--- src/sv/diffusion_critical_time_step_macros.svh ---
// Assertion macros for the diffusion critical time step block.
// Expects clk and arst_n in the scope of use; no other dependencies.
`ifndef DIFFUSION_CRITICAL_TIME_STEP_MACROS_SVH
`define DIFFUSION_CRITICAL_TIME_STEP_MACROS_SVH
`ifndef NO_ASSERTIONS
`define DCTS_ASSERT(lbl, prop) \
	lbl: assert property (@(posedge clk) disable iff (!arst_n) (prop)) \
		else $error("dcts assertion failed");
`define DCTS_ASSERT_NEXT(lbl, ante, cons) \
	lbl: assert property (@(posedge clk) disable iff (!arst_n) (ante) |=> (cons)) \
		else $error("dcts sequencing assertion failed");
`else
`define DCTS_ASSERT(lbl, prop)
`define DCTS_ASSERT_NEXT(lbl, ante, cons)
`endif
`endif

--- src/sv/dcts_pkg.sv ---
// Shared types and constants for the diffusion critical time step block.
// No dependencies; used by the controller, datapath and top level.
package dcts_pkg;
	localparam logic [63:0] ALL_ONES = 64'hFFFF_FFFF_FFFF_FFFF;
	localparam logic [16:0] SF_RESET = 17'h10000;
	localparam int unsigned ONE_Q16_SHIFT = 16;
	localparam logic [5:0] DIV_LAST = 6'd63;

	typedef enum logic [4:0] {
		OP_NONE, OP_CAPTURE, OP_READ, OP_SQ_X, OP_SQ_Y, OP_SQ_Z, OP_SQ_ACC,
		OP_CMP, OP_STORE, OP_EL_CHK, OP_MUL_RC, OP_RC_LOAD, OP_PP0, OP_PP1,
		OP_PP2, OP_PP3, OP_PP_ACC, OP_DIV_CHK, OP_DIV_STEP, OP_EL_UPD,
		OP_SC0, OP_SC1, OP_SC2, OP_EMIT
	} dcts_op_t;

	typedef struct packed {
		dcts_op_t op;
	} dcts_cmd_t;

	typedef struct packed {
		logic more_nodes;
		logic elem_end;
		logic mesh_end;
		logic el_sat;
		logic div_sat;
		logic div_last;
		logic out_free;
	} dcts_status_t;
endpackage

--- src/sv/dcts_ctrl.sv ---
// Sequencing state machine for the diffusion critical time step block.
// Depends on dcts_pkg for the command and status types.
module dcts_ctrl (
	input  logic                  clk,
	input  logic                  arst_n,
	input  logic                  in_valid,
	output logic                  in_ready,
	input  dcts_pkg::dcts_status_t st,
	output dcts_pkg::dcts_cmd_t    cmd
);
	import dcts_pkg::*;

	typedef enum logic [21:0] {
		S_IDLE    = 22'd1 << 0,
		S_RD      = 22'd1 << 1,
		S_SQX     = 22'd1 << 2,
		S_SQY     = 22'd1 << 3,
		S_SQZ     = 22'd1 << 4,
		S_SQA     = 22'd1 << 5,
		S_CMP     = 22'd1 << 6,
		S_STORE   = 22'd1 << 7,
		S_EL_CHK  = 22'd1 << 8,
		S_MUL_RC  = 22'd1 << 9,
		S_RC_LOAD = 22'd1 << 10,
		S_PP0     = 22'd1 << 11,
		S_PP1     = 22'd1 << 12,
		S_PP2     = 22'd1 << 13,
		S_PP3     = 22'd1 << 14,
		S_PP_ACC  = 22'd1 << 15,
		S_DIV_CHK = 22'd1 << 16,
		S_DIV     = 22'd1 << 17,
		S_EL_UPD  = 22'd1 << 18,
		S_SC0     = 22'd1 << 19,
		S_SC1     = 22'd1 << 20,
		S_EMIT    = 22'd1 << 21
	} dcts_state_t;

	dcts_state_t state_q, state_d;
	logic        sc2_q;

	assign in_ready = (state_q == S_IDLE);

	always_comb begin
		state_d = state_q;
		cmd.op  = OP_NONE;
		unique case (state_q)
			S_IDLE: begin
				if (in_valid) begin
					cmd.op  = OP_CAPTURE;
					state_d = S_RD;
				end
			end
			S_RD: begin
				cmd.op  = OP_READ;
				state_d = st.more_nodes ? S_SQX : S_STORE;
			end
			S_SQX: begin cmd.op = OP_SQ_X; state_d = S_SQY; end
			S_SQY: begin cmd.op = OP_SQ_Y; state_d = S_SQZ; end
			S_SQZ: begin cmd.op = OP_SQ_Z; state_d = S_SQA; end
			S_SQA: begin cmd.op = OP_SQ_ACC; state_d = S_CMP; end
			S_CMP: begin cmd.op = OP_CMP; state_d = S_RD; end
			S_STORE: begin
				cmd.op  = OP_STORE;
				state_d = st.elem_end ? S_EL_CHK : S_IDLE;
			end
			S_EL_CHK: begin
				cmd.op  = OP_EL_CHK;
				state_d = st.el_sat ? S_EL_UPD : S_MUL_RC;
			end
			S_MUL_RC: begin cmd.op = OP_MUL_RC; state_d = S_RC_LOAD; end
			S_RC_LOAD: begin cmd.op = OP_RC_LOAD; state_d = S_PP0; end
			S_PP0: begin cmd.op = OP_PP0; state_d = S_PP1; end
			S_PP1: begin cmd.op = OP_PP1; state_d = S_PP2; end
			S_PP2: begin cmd.op = OP_PP2; state_d = S_PP3; end
			S_PP3: begin cmd.op = OP_PP3; state_d = S_PP_ACC; end
			S_PP_ACC: begin cmd.op = OP_PP_ACC; state_d = S_DIV_CHK; end
			S_DIV_CHK: begin
				cmd.op  = OP_DIV_CHK;
				state_d = st.div_sat ? S_EL_UPD : S_DIV;
			end
			S_DIV: begin
				cmd.op = OP_DIV_STEP;
				if (st.div_last)
					state_d = S_EL_UPD;
			end
			S_EL_UPD: begin
				cmd.op  = OP_EL_UPD;
				state_d = st.mesh_end ? S_SC0 : S_IDLE;
			end
			S_SC0: begin cmd.op = OP_SC0; state_d = S_SC1; end
			S_SC1: begin cmd.op = OP_SC1; state_d = S_EMIT; end
			S_EMIT: begin
				// first cycle finishes the scaling sum, then wait for a free slot
				if (!sc2_q) begin
					cmd.op = OP_SC2;
				end else if (st.out_free) begin
					cmd.op  = OP_EMIT;
					state_d = S_IDLE;
				end
			end
			default: state_d = S_IDLE;
		endcase
	end

	always_ff @(posedge clk or negedge arst_n) begin
		if (!arst_n) begin
			state_q <= S_IDLE;
			sc2_q   <= 1'b0;
		end else begin
			state_q <= state_d;
			sc2_q   <= (state_q == S_EMIT);
		end
	end
endmodule

--- config.mk ---
export PLATFORM = sky130hd
export DESIGN_NAME = dcts_ctrl
export DESIGN_NICKNAME = d
export VERILOG_FILES = /design/src/sv/diffusion_critical_time_step_macros.svh /design/src/sv/dcts_pkg.sv /design/src/sv/dcts_ctrl.sv
export SDC_FILE = /design/constraint.sdc
export NUM_CORES = 1
export LEC_CHECK = 0
export BUFFER_PORTS_ARGS = -buffer_cell sky130_fd_sc_hd__buf_2
export CAP_MARGIN = 15
export CORE_MARGIN = 1.5
export CORE_UTILIZATION = 52
export DETAILED_ROUTE_END_ITERATION = 6
export PLACE_DENSITY = 0.75
export SLEW_MARGIN = 40
export SYNTH_ARGS = -nofsm -noshare
export SYNTH_HDL_FRONTEND = slang
export SYNTH_SLANG_ARGS = --single-unit
--- constraint.sdc ---
create_clock -name clk -period 2.8 [get_ports clk]
set_clock_uncertainty 0.15 [all_clocks]
set_input_delay 0.56 -clock clk [delete_from_list [all_inputs] [get_ports clk]]
set_output_delay 0.56 -clock clk [all_outputs]
set_load 0.02 [all_outputs]
==> impl_metrics.env <==
export IMPL_timing_fmax_ghz=0.304
export IMPL_grt_max_degree=24
export IMPL_place_congestion=0.977
export IMPL_slew_headroom_pct=65.7
export IMPL_fin_ws_ps=-490
export IMPL_failed_checks="setup timing"
export IMPL_synthArstFlopShare_pct=100
export IMPL_cp_slowest_stage_delay_ps=580
export IMPL_rows=19
export IMPL_reg2reg_depth=10
export IMPL_avgSynthCellArea_sq_um=8.62
export IMPL_cts_sinks=23
export IMPL_drc=0
export IMPL_critPathCaptureType="output pin"
export IMPL_crit_arrival_ps=2580
export IMPL_core_sq_mm=0.00273
export IMPL_stdcell_count=268
export IMPL_fillers=194
export IMPL_synth_top_area_cell="dfrtp_1"
export IMPL_drive_above_1_share_pct=44.3
export IMPL_via_per_inst=6.22
export IMPL_cts_tree="built"
export IMPL_grt_pass1_wl_um=7180
export IMPL_root_buffer="clkbuf_4"
export IMPL_postCtsHoldBufs=0
export IMPL_cp_common_cell="or4_4"
export IMPL_rr_endpoint="state_q[0]"
export IMPL_grt_pass1_vias=1567
export IMPL_cp_cell_sequence="or4_4 > or4_4 > nor2_4 > and4bb_1 > or3_1 > a2111o_1 > buf_6"
export IMPL_insertedDiodeCount=0
export IMPL_antenna_left=0
export IMPL_setup_viol=6
export IMPL_dp_hpwl_um=3540
export IMPL_crit_slowest_cell="or4_4"
export IMPL_p_leak_nw=1.11
export IMPL_drt_initial_drc_count=141
export IMPL_clkSlewWorstSetupHoldPaths_ps=130
export IMPL_hold_path_class="in2async"
export IMPL_start_util_pct=54.2
export IMPL_clk_latency_ps=320
export IMPL_synth_cells=172
export IMPL_wl_um=4830
export IMPL_dp_cells=256
export IMPL_ir_drop_v=0.000595
export IMPL_synth_ff_type="dfrtp_1"
export IMPL_ys_ff_latch=23
export IMPL_dr_total_vias=1666
export IMPL_start_kind="register"
export IMPL_syn_to_final_growth_pct=46.7
export IMPL_crit_type="reg2out"
export IMPL_grtUsageTotal_pct=29.4
export IMPL_cp_required_ps=2090
export IMPL_grt_overflow_total=0
export IMPL_io_buffer_count=15
export IMPL_cp_max_fo=4
export IMPL_numCtsBuffers=3
export IMPL_dieArea_sq_mm=0.00318
export IMPL_antenna_found_initial=0
export IMPL_cap_violations=0
export IMPL_nets=248
export IMPL_synth_area_sq_mm=0.00148
export IMPL_period_needed_ps=3290
export IMPL_post_route_period_util_pct=118
export IMPL_dp_slack_ps=-201
export IMPL_synth_fp_nets=182
export IMPL_clockBufferDepth=2
export IMPL_rsz0062_at_grt="true"
export IMPL_wl_per_cell_um=18.0
export IMPL_htreeDepth=1
export IMPL_drtPass1Iterations=5
export IMPL_slew_viol_final=0
export IMPL_tns_ps=-2290
export IMPL_die_width_um=56.4
export IMPL_multi_input_area_sq_um=998
export IMPL_synth_edf_count=0
export IMPL_hold_violations=0
export IMPL_synthTopCellsByArea="dfrtp_1 (37%), nor2_1 (6.6%), or4_1 (3.5%)"
export IMPL_finalPower_mw=1.34
export IMPL_worst_r2r_setup_slack_ps=40
export IMPL_status="finished, violations left"
export IMPL_power_density_mw_per_mm2=618
export IMPL_regArea_sq_um=578
export IMPL_top_level_ports=16
export IMPL_ys_seq_area_share_pct=38.9
export IMPL_synth_cell_types=42
export IMPL_timing_rr_start="state_q[20]"
export IMPL_tightest_slew_ps=514
export IMPL_synth_top_area_share_pct=37.1
export IMPL_die_h_um=56.4
export IMPL_yosysWarnings=0
flip-flops by register name, indices dropped and copies added, names as in the netlist:
name / cells
state_q: 22
sc2_q: 1
where the power goes:
group	leakage, nW	switching [mW]	internal [mW]
sequential	0.315	0.0152	0.361
clock	0.0150	0.103	0.0559
combinational	0.780	0.417	0.393
total	1.11	0.535	0.810
critical path, delay by kind of cell, from the launching register on:
family / cells / cell delay, ps
compound gates: 1 / 120
simple gates: 5 / 1630
flops: 1 / 400
buf+inv: 1 / 120
cell usage after synthesis, drive strengths merged (3+ instances only):
library cell	count
nand3	6
clkbuf	4
buf	3
nor4	8
and3	3
inv	7
nand2	8
o21ai	9
nand4b	3
nor3	9
and2	3
or4	8
xnor2	5
or2	3
nor2	26
and4b	3
or3	5
nor3b	3
dfrtp	22
nand4	4
nand2b	5
nor2b	5
kinds of logic after synthesis:
family	after synthesis	share of synthesized area, %
compound gates	22	10.5
xor+xnor	6	3.54
buf+inv	14	3.88
flops	23	38.9
simple gates	107	43.1
how the worst max path moves through the flow:
stage | from | to | cells past startpoint
6_report | state_q[5] | cmd[0] | 7
5_1_grt | state_q[9] | cmd[1] | 7
4_1_cts | state_q[5] | cmd[0] | 7
3_5_place_dp | state_q[1] | cmd[0] | 9
3_3_place_gp | state_q[1] | cmd[0] | 9
2_1_floorplan | state_q[17] | cmd[0] | 7
stage by stage:
step                hold WS [ps]  util [%]  instance area, sq um
finish                      40.3      79.5                  2170
detailed placement           411      71.8                  1960
global route                88.3      79.5                  2170
global placement             400      71.8                  1960
floorplan                    114         -                  1550
CTS                         64.0      76.6                  2090
layout by cell type (no fill, tap or decap), types with 5 or more instances in the layout:
master,count
buf_2,9
buf_4,54
buf_6,5
dfrtp_1,21
inv_1,6
nand2_1,8
nand3_1,5
nor2_1,23
nor2b_1,5
nor3_1,6
o21ai_0,7
xnor2_1,5
per-layer routing:
metal	vias up	global-route usage, %	part of all wire, %
met1	801	40.5	40
met5	-	0	0
met2	89	48.6	49
met4	0	9.18	3.1
li1	761	-	-
met3	15	3.23	8.2
cell type report:
type	count	area share, %
inverter	7	1.21
multi-input combinational	135	45.9
sequential	23	26.6
timing repair buffer	68	23.3
tap	31	1.78
clock buffer	4	1.21
timing repair:
action	in CTS	in global routing
setup endpoints to repair	6	6
setup buffers	5	3
pin swaps	6	3
resized for setup	20	12
Power figures use the tool's default switching activity.
